## src/design/rsi_pkg.sv

```systemverilog
`default_nettype none
package rsi_pkg;

  localparam int CW    = 32;
  localparam int OCW   = 33;
  localparam int AW    = 64;
  localparam int AH    = 32;
  localparam int HW    = 66;
  localparam int HMW   = 65;
  localparam int KW    = 67;
  localparam int KMW   = 66;
  localparam int LO    = 33;
  localparam int PW    = 130;
  localparam int QW    = 132;
  localparam int RADW  = 130;
  localparam int ROOTW = 65;
  localparam int REMW  = 67;
  localparam int NSW   = 68;
  localparam int NMW   = 67;
  localparam int QB    = 33;
  localparam int CFG_AW = 2;

  localparam int LANE_NEAR = 0;
  localparam int LANE_FAR  = 1;

  localparam logic signed [CW-1:0] T_MAX = 32'sh7FFF_FFFF;
  localparam logic signed [CW-1:0] T_MIN = 32'sh8000_0000;
  localparam logic [QB-1:0] QPOS_LIM = 33'h0_7FFF_FFFF;
  localparam logic [QB-1:0] QNEG_LIM = 33'h0_8000_0000;

  typedef enum logic [1:0] {
    ST_MISS  = 2'd0,
    ST_HIT   = 2'd1,
    ST_DEGEN = 2'd2
  } hit_status_t;

  typedef enum logic [CFG_AW-1:0] {
    REG_CENTER_X = 2'd0,
    REG_CENTER_Y = 2'd1,
    REG_CENTER_Z = 2'd2
  } cfg_reg_t;

  typedef struct packed {
    logic signed [CW-1:0] ray_origin_x;
    logic signed [CW-1:0] ray_origin_y;
    logic signed [CW-1:0] ray_origin_z;
    logic signed [CW-1:0] ray_dir_x;
    logic signed [CW-1:0] ray_dir_y;
    logic signed [CW-1:0] ray_dir_z;
  } ray_in_t;

  typedef struct packed {
    hit_status_t          hit_status;
    logic signed [CW-1:0] t_near;
    logic signed [CW-1:0] t_far;
  } hit_out_t;

  typedef struct packed {
    logic                 vld;
    hit_status_t          status;
    logic [AW-1:0]        a;
    logic signed [HW-1:0] h;
    logic [RADW-1:0]      rad;
    logic [REMW-1:0]      rem;
    logic [ROOTW-1:0]     root;
  } sq_bus_t;

  typedef struct packed {
    logic                   vld;
    hit_status_t            status;
    logic [AW-1:0]          a;
    logic [1:0]             neg;
    logic [1:0]             ovf;
    logic [1:0][AW-1:0]     r;
    logic [1:0][QB-1:0]     q;
    logic [1:0][QB-1:0]     b;
  } dv_bus_t;

endpackage
`default_nettype wire

```

## src/design/rsi_div_cell.sv

```systemverilog
`default_nettype none
module rsi_div_cell
  import rsi_pkg::*;
(
  input  wire logic    clk,
  input  wire logic    rst_n,
  input  wire logic    en,
  input  wire dv_bus_t bus_i,
  output dv_bus_t      bus_o
);

  dv_bus_t     bus_r, bus_nxt;
  logic [AW:0] cat [2];

  always_comb begin
    bus_nxt = bus_i;
    for (int l = 0; l < 2; l++) begin
      cat[l]        = {bus_i.r[l], bus_i.b[l][QB-1]};
      bus_nxt.b[l]  = {bus_i.b[l][QB-2:0], 1'b0};
      if (cat[l] >= {1'b0, bus_i.a}) begin
        bus_nxt.r[l] = AW'(cat[l] - {1'b0, bus_i.a});
        bus_nxt.q[l] = {bus_i.q[l][QB-2:0], 1'b1};
      end else begin
        bus_nxt.r[l] = cat[l][AW-1:0];
        bus_nxt.q[l] = {bus_i.q[l][QB-2:0], 1'b0};
      end
    end
  end

  always_ff @(posedge clk) begin
    if (!rst_n) begin
      bus_r.vld <= 1'b0;
    end else if (en) begin
      bus_r <= bus_nxt;
    end
  end

  assign bus_o = bus_r;

endmodule
`default_nettype wire

```

## config.mk

```make
export PLATFORM = sky130hd
export DESIGN_NAME = rsi_div_cell
export DESIGN_NICKNAME = d
export VERILOG_FILES = /design/src/design/rsi_pkg.sv /design/src/design/rsi_div_cell.sv
export SDC_FILE = /design/constraint.sdc
export NUM_CORES = 1
export LEC_CHECK = 0
export ABC_CLOCK_PERIOD_IN_PS = 12900
export BUFFER_PORTS_ARGS = -buffer_cell sky130_fd_sc_hd__buf_2
export CORE_AREA = 2 2 259 261
export DETAILED_ROUTE_END_ITERATION = 12
export DIE_AREA = 0 0 261 263
export MAX_ROUTING_LAYER = met4
export SYNTH_ARGS = -nofsm -noshare
export SYNTH_HDL_FRONTEND = slang
export SYNTH_SLANG_ARGS = --single-unit
```

## constraint.sdc

```tcl
create_clock -name clk -period 12.9 [get_ports clk]
set_input_delay 1.935 -clock clk [delete_from_list [all_inputs] [get_ports clk]]
set_output_delay 1.935 -clock clk [all_outputs]
set_load 0.05 [all_outputs]
```

==> impl_results.md <==
* Most common cell after layout, fill and taps aside: buf_2
* Starting DRT DRC Count at 1422
* Async set or reset register ratio after synthesis at 0%
* RSZ-0062 raised after global routing: no
* Yosys cell types at 84
* Max-Cap Viols at 0
* Final Skew at 0 ps
* Final worst path period share at between 40% and 50%
* Port bufs at 660
* Post-Synthesis Cells at 1788
* Vias in the first global route at approximately 17000
* Latest clock arrival within the worst-skew pair at between 500 and 600 ps
* IO Pins at 665
* Initial antenna violation count at 14
* DP Wirelength at between 60000 and 70000 µm
* Peak Freq at between 0.15 and 0.2 GHz
* Die area at 68600 µm²
* Largest cells by area after synthesis: edfxtp_1 50%, ha_1 8.2%, a21oi_1 5.3%
* Max Transition Viols Final at 0
* Clk slew on worst S/H paths at 60 ps
* Post-layout util at between 30% and 40%
* First-pass GRT wire length at roughly 110000 µm
* Post-Route WL at 75000 µm
* GRT overflow at 0
* Tot GR Track Use at 21.4%
* Setup TNS at 0 ps
* Synth top area share at around half
* CTS tree: done
* Detail Route Antenna Nets at 0
* Post-synth EDFFs at between 300 and 400
* Min-delay worst type: reg2reg
* Clk sinks at approximately 330
* Main flop type after synthesis: edfxtp_1
* Die extent in y at ~260 µm
* Critical Path RT at 13200 ps
* Slew headroom at 24.6%
* Pwr Total at between 0.003 and 0.004 W
* Area growth syn-to-layout at 26.3%
* Placed Area at ~24000 µm²
* Register area share after synthesis at 50.3%
* Outcome: finished, final reports clean
* Clock Path Buffers at 3
* # DRC at 0
* Crit path launch type: input pin
* Peak VDD IR at 0.0000744 V
* Die W at around 260 µm
* Yosys warns at 0
* Period minus WS final at 6160 ps
* Syn Area/Cell at roughly 11 µm²
* Final #Nets at 2866
* Leak pwr at 10.6 nW
* Commonest non-fill, non-tap cells in the layout: 660 x buf_2, 328 x edfxtp_1, 208 x a21oi_1
* Seq cells post-synth at 329
* Vias at about 17000
* Root Driver: clkbuf_16
* H-tree levels at 2
* Actual slew at the worst max-slew pin at 1130 ps
* WP data arrival at 6460 ps
* Design area at around 25000 µm²
* Drt pass-1 iters at 6
* Critical path peak fanout at 62
* Fin. Hold Viols at 0
* Setup Fix Bufs, Post-CTS at 0
* Max reg flops at roughly 330
* RePlAce Congestion at 0.933
* CP Class: in2reg
* # hold bufs at CTS at 0
* Largest net degree at the start of global routing at 154
* Wirelength per Cell at roughly 23 µm
* Initial Util at 29.9%
* Non-Filler Instances at 3305
* P per Cell Area at 138 nW/µm²
* # setup viols final at 0
* CP endpoint kind: flip-flop
* Cell taking the most area after synthesis: edfxtp_1
* CTS resizes at 0
* Core box area at 65600 µm²
* Synthesized area at between 15000 and 20000 µm²
* Share of cells above drive strength 1 at 31.4%
* # rows at 94
* Num CTS Buffers at 38
* Via/cell ratio at about 5
* DP Cell Count at 3226
[synthesized netlist by cell type (7+ instances only)]
library cell	count
edfxtp_1	328
a21oi_1	208
ha_1	128
nor2_1	127
inv_1	107
nand2_1	104
xnor2_1	75
o21ai_0	71
a21o_1	66
nand4_1	58
mux2_1	55
clkbuf_1	49
xor2_1	42
o21bai_1	31
nor3_1	30
nand3_1	28
buf_2	24
o21a_1	20
a31oi_1	18
buf_4	16
mux2_4	14
nand2b_1	11
nor2b_1	11
o21ai_1	11
a211oi_1	9
o211ai_1	9
and2_1	7
mux2i_1	7
o31ai_1	7
[logic make-up after synthesis]
| group | Yosys count | share of synthesized area, % |
|---|---|---|
| AO/OA/AOI/OAI | 510 | 16.5 |
| XOR/XNOR | 117 | 5.22 |
| adder cells (fa/ha/maj) | 130 | 8.36 |
| buffers and inverters | 200 | 4.45 |
| flip-flops | 329 | 50.3 |
| multiplexers | 81 | 4.87 |
| other | 1 | 0.0191 |
| AND/OR/NAND/NOR | 420 | 10.4 |
[per-stage QoR]
stage	setup slack, ps	hold slack [ps]
2_1_floorplan	2840	743
3_3_place_gp	6140	500
3_5_place_dp	6160	516
4_1_cts	6730	529
5_1_grt	6500	583
6_report	6740	524
[final cells by class]
type,instances,area [µm²]
clock inverter,15,133
antenna,11,27.5
sequential,329,9870
timing repair buffer,666,3360
inverter,107,402
fill,6599,40800
clock buffer,53,1030
multi-input combinational,1260,8900
tap,864,1080
[worst paths after layout]
path,from,to,slack (ps),cells after the start
hold / removal,bus_o[330]$_SDFFE_PN0P_,bus_o[330]$_SDFFE_PN0P_,520,2
setup / recovery,bus_i[274],bus_o[134]$_DFFE_PP_,6740,14
setup reg to reg,bus_o[330]$_SDFFE_PN0P_,bus_o[330]$_SDFFE_PN0P_,12310,2
hold reg to reg,bus_o[330]$_SDFFE_PN0P_,bus_o[330]$_SDFFE_PN0P_,520,2
[worst max-delay path, cell delays in order]
cell      delay [ps]
buf_2            110
inv_1             80
ha_1             470
and4_1           280
and3_1           340
o211ai_1         260
a31oi_1          560
o21ai_1          280
a21oi_1          340
nor3_1           130
o21a_1           330
nor2_4           130
buf_4            710
mux2_2           420
[report_power, final]
part	total, W	leakage (nW)	internal (W)	switching [W]
logic	0.00107	6.98	0.000321	0.000749
clock network	0.00103	0.552	0.000582	0.000452
registers	0.00132	3.09	0.00130	0.0000248
total	0.00342	10.6	0.00220	0.00123
[per-layer routing]
| layer | routed length (µm) | GRT usage [%] |
|---|---|---|
| met5 | 0 | - |
| met4 | 1240 | 3.87 |
| met3 | 5190 | 3.85 |
| met2 | 38000 | 38.0 |
| met1 | 30600 | 25.5 |
Note: power is estimated with default switching activity, not from simulation.
