`src/design/rsi_pkg.sv`:
```
`default_nettype none
package rsi_pkg;

  localparam int CW    = 32;
  localparam int OCW   = 33;
  localparam int AW    = 64;
  localparam int AH    = 32;
  localparam int HW    = 66;
  localparam int HMW   = 65;
  localparam int KW    = 67;
  localparam int KMW   = 66;
  localparam int LO    = 33;
  localparam int PW    = 130;
  localparam int QW    = 132;
  localparam int RADW  = 130;
  localparam int ROOTW = 65;
  localparam int REMW  = 67;
  localparam int NSW   = 68;
  localparam int NMW   = 67;
  localparam int QB    = 33;
  localparam int CFG_AW = 2;

  localparam int LANE_NEAR = 0;
  localparam int LANE_FAR  = 1;

  localparam logic signed [CW-1:0] T_MAX = 32'sh7FFF_FFFF;
  localparam logic signed [CW-1:0] T_MIN = 32'sh8000_0000;
  localparam logic [QB-1:0] QPOS_LIM = 33'h0_7FFF_FFFF;
  localparam logic [QB-1:0] QNEG_LIM = 33'h0_8000_0000;

  typedef enum logic [1:0] {
    ST_MISS  = 2'd0,
    ST_HIT   = 2'd1,
    ST_DEGEN = 2'd2
  } hit_status_t;

  typedef enum logic [CFG_AW-1:0] {
    REG_CENTER_X = 2'd0,
    REG_CENTER_Y = 2'd1,
    REG_CENTER_Z = 2'd2
  } cfg_reg_t;

  typedef struct packed {
    logic signed [CW-1:0] ray_origin_x;
    logic signed [CW-1:0] ray_origin_y;
    logic signed [CW-1:0] ray_origin_z;
    logic signed [CW-1:0] ray_dir_x;
    logic signed [CW-1:0] ray_dir_y;
    logic signed [CW-1:0] ray_dir_z;
  } ray_in_t;

  typedef struct packed {
    hit_status_t          hit_status;
    logic signed [CW-1:0] t_near;
    logic signed [CW-1:0] t_far;
  } hit_out_t;

  typedef struct packed {
    logic                 vld;
    hit_status_t          status;
    logic [AW-1:0]        a;
    logic signed [HW-1:0] h;
    logic [RADW-1:0]      rad;
    logic [REMW-1:0]      rem;
    logic [ROOTW-1:0]     root;
  } sq_bus_t;

  typedef struct packed {
    logic                   vld;
    hit_status_t            status;
    logic [AW-1:0]          a;
    logic [1:0]             neg;
    logic [1:0]             ovf;
    logic [1:0][AW-1:0]     r;
    logic [1:0][QB-1:0]     q;
    logic [1:0][QB-1:0]     b;
  } dv_bus_t;

endpackage
`default_nettype wire

```
`src/design/rsi_sqrt_cell.sv`:
```
`default_nettype none
module rsi_sqrt_cell
  import rsi_pkg::*;
(
  input  wire logic    clk,
  input  wire logic    rst_n,
  input  wire logic    en,
  input  wire sq_bus_t bus_i,
  output sq_bus_t      bus_o
);

  sq_bus_t         bus_r, bus_nxt;
  logic [REMW+1:0] cat;
  logic [REMW+1:0] trial;

  always_comb begin
    bus_nxt     = bus_i;
    cat         = {bus_i.rem, bus_i.rad[RADW-1 -: 2]};
    trial       = (REMW + 2)'({bus_i.root, 2'b01});
    bus_nxt.rad = bus_i.rad << 2;
    if (cat >= trial) begin
      bus_nxt.rem  = REMW'(cat - trial);
      bus_nxt.root = {bus_i.root[ROOTW-2:0], 1'b1};
    end else begin
      bus_nxt.rem  = cat[REMW-1:0];
      bus_nxt.root = {bus_i.root[ROOTW-2:0], 1'b0};
    end
  end

  always_ff @(posedge clk) begin
    if (!rst_n) begin
      bus_r.vld <= 1'b0;
    end else if (en) begin
      bus_r <= bus_nxt;
    end
  end

  assign bus_o = bus_r;

endmodule
`default_nettype wire

```
`config.mk`:
```
export PLATFORM = sky130hd
export DESIGN_NAME = rsi_sqrt_cell
export DESIGN_NICKNAME = d
export VERILOG_FILES = /design/src/design/rsi_pkg.sv /design/src/design/rsi_sqrt_cell.sv
export SDC_FILE = /design/constraint.sdc
export NUM_CORES = 1
export LEC_CHECK = 0
export ABC_AREA = 1
export BUFFER_PORTS_ARGS = -buffer_cell sky130_fd_sc_hd__buf_2
export CORE_AREA = 2 2 306 308
export DETAILED_ROUTE_END_ITERATION = 8
export DIE_AREA = 0 0 308 310
export GPL_ROUTABILITY_DRIVEN = 0
export HOLD_SLACK_MARGIN = 0.15
export PLACE_DENSITY = 0.44
export SLEW_MARGIN = 20
export SYNTH_ARGS = -nofsm -noshare
export SYNTH_HDL_FRONTEND = slang
export SYNTH_SLANG_ARGS = --single-unit
```
`constraint.sdc`:
```
create_clock -name clk -period 22.8 [get_ports clk]
set_input_delay 2.28 -clock clk [delete_from_list [all_inputs] [get_ports clk]]
set_output_delay 2.28 -clock clk [all_outputs]
set_load 0.03 [all_outputs]
```
==> qor.csv <==
metric,value,unit
worst_tran_pin_value,0.9907,ns
vdd_drop_max,0.05484,mV
grt_pass1_wl,132.6,mm
drt-wirelength-per-cell,25.39,microns
cap_viol_max_count,0,
io_buffers,790,
setup_tns,0,ns
synth_warnings,0,
clock_tree.htree_level_count,2,
tritoncts,built,
area_growth_syn_to_layout,38.27,%
timing.slew.headroom,33.95,%
yosysTopAreaCellShare,62.56,%
synthDominantAreaCellType,edfxtp_1,
outcome,"finished, final reports clean",
static-leakage-power,0.01241,uW
number_of_flops_mapped_to_enable_cells_by_yosys,392,
drc,0,
clk_path_buf_depth,3,
layout_min_cycle_time,5.601,ns
synth.avg_cell_area,9.851,sq um
drt_iter0_markers,1254,
largest_register_ffs,393,
critical_path_class,primary input to register,
grt_usage,20.29,%
mappedNetlistArea,0.01882,sq mm
reg2regPathDepth,2,
place.detailed.hpwl,85.36,mm
hold_buffers,0,
die_x,308,microns
cts.root.buffer_cell,clkbuf_16,
syn-instance-count,1910,
setup_viol,0,
cts.clk_slew.worst_paths,0.06,ns
detail_route.wirelength,101.6,mm
reg2reg_from,bus_o[394],
synth.top_cells.by_area,"edfxtp_1 63%, nand2_1 13%, inv_1 6.5%",
cp.arrival,5.98,ns
grt_max_degree,144,
numClockSinks,393,
synth_common_cells,"671 x nand2_1, 392 x edfxtp_1, 327 x inv_1",
synth-async-reset-ratio,0,%
top_level_ports,793,
cts_made_buffers,51,
core.rowCount,112,
power.density,83.97,mW/mm^2
fin_util,28.13,%
timing.critical_path.to_type,register,
ys_types,35,
worst_r2r_endpoint,bus_o[394],
max_freq,178.5,MHz
cp-endpoint,bus_o[73],
rsz0062_at_grt,no,
period_share,24.57,%
grt.overflow.total,0,
startpoint_types,primary input,
placed_cell_area,0.02420,sq mm
area_enclosed_by_the_die_boundary,0.09548,sq mm
finClkSkew,0,ns
final_area,0.02602,sq mm
startpoint,bus_i[26],
layout-drive-gt1-share,32.93,%
cts.repair_timing.setup_buffer_count,0,
timing_max_transition_violations_final,0,
timing.reg2reg.setup_slack,22.17,ns
worst-endpoint-required,23.18,ns
std_cell_core_area,0.09249,sq mm
yosys.cell_count.top_type,nand2_1,
hold_depth,2,
first_global_vias,16310,
primary_ff_master_synth,edfxtp_1,
synth_seq_cells,393,
die_y_extent,310,microns
worstSkewPairLatency,0.63,ns
num_vias,16480,
critical_path_peak_fanout,70,
route.detailed.vias_per_inst,4.119,
cts.repair.resized,0,
detail-route-antenna-nets,0,
detailedRoute.firstPassIterationCount,5,
hold_class,register to register,
final-hold-violation-count,0,
final_nets,3207,
yosysSeqAreaShare,62.67,%
starting_utilization_of_the_core_area,20.34,%
initial_antenna_violation_count,69,
==> worst max-delay path: stages <==
cell	delay (ns)
buf_2	0.10
inv_1	0.05
ha_1	0.38
nand2_1	0.12
nor2_1	0.19
inv_2	0.09
nor2_2	0.35
nand3_1	0.26
nor2_1	0.15
nand2_1	0.06
nand2_1	0.06
nor2_1	0.06
nand2_4	0.62
inv_2	0.54
buf_4	0.42
nand2_1	0.11
nand2_1	0.05
==> routing by layer <==
layer | global-route usage [%] | wire [microns] | vias up
met5 | 0 | 346 | -
met3 | 8.337 | 10790 | 186
met1 | 21.54 | 35950 | 7723
li1 | - | - | 7868
met4 | 7.226 | 3397 | 52
met2 | 36.07 | 51100 | 652
==> cell families (layout without fill, tap and decap cells) <==
logic type,Yosys count,after routing,share of synthesized area [%]
simple gates,938,938,20.47
compound gates,118,118,3.298
buf+inv,359,1233,7.508
flops,393,393,62.67
other cells,1,21,0.01993
fa+ha+maj,67,67,4.455
xor+xnor,34,34,1.583
==> worst min-delay path by stage <==
stage / startpoint / end / slack [ns]
after detailed placement: bus_o[394] / bus_o[394] / 0.54
after global routing: bus_o[394] / bus_o[394] / 0.64
after CTS: bus_o[394] / bus_o[394] / 0.55
final: bus_o[394] / bus_o[394] / 0.55
after floorplan: bus_o[394] / bus_o[394] / 0.66
after global placement: bus_o[394] / bus_o[394] / 0.52
==> stage by stage <==
| step | setup slack [ns] | power [uW] | std cells | hold WS [ns] |
|---|---|---|---|---|
| 6_report | 17.20 | 2184 | 4001 | 0.5516 |
| 5_1_grt | 16.92 | 2274 | 3989 | 0.6352 |
| 4_1_cts | 17.21 | 2222 | 3982 | 0.5497 |
| 3_5_place_dp | 16.51 | 1335 | 3886 | 0.5394 |
| 3_3_place_gp | 16.51 | 1335 | 3886 | 0.5233 |
| 2_1_floorplan | 12.24 | 1155 | 1911 | 0.6550 |
==> layout make-up <==
cell class	instances	area, sq um
antenna	19	47.55
clock buffer	58	1324
clock inverter	38	449.2
fill	10060	66470
inverter	343	1295
multi-input combinational	1159	5615
sequential	393	11790
tap	1197	1498
timing repair buffer	794	3996
==> power by group <==
| part | switching (uW) | internal (uW) | total (uW) | leakage, uW |
|---|---|---|---|---|
| Clock | 350 | 520 | 870 | 0.000858 |
| Sequential | 15.5 | 861 | 876 | 0.00369 |
| Combinational | 321 | 117 | 438 | 0.00786 |
| Total | 686 | 1500 | 2180 | 0.0124 |
==> cells in the final DEF, fill, tap and decap left out, types with 12 or more instances in the layout <==
cell / n
clkbuf_16: 52
clkinv_1: 15
o21ai_0: 31
diode_2: 19
edfxtp_1: 392
inv_1: 326
inv_2: 15
ha_1: 67
nand3b_1: 15
xor2_1: 32
nand2_2: 12
nand2_1: 671
nand4_1: 15
nand3_1: 78
a21oi_1: 74
buf_2: 790
nor3_1: 13
nor2_1: 111
(Power assumes the default switching activity.)
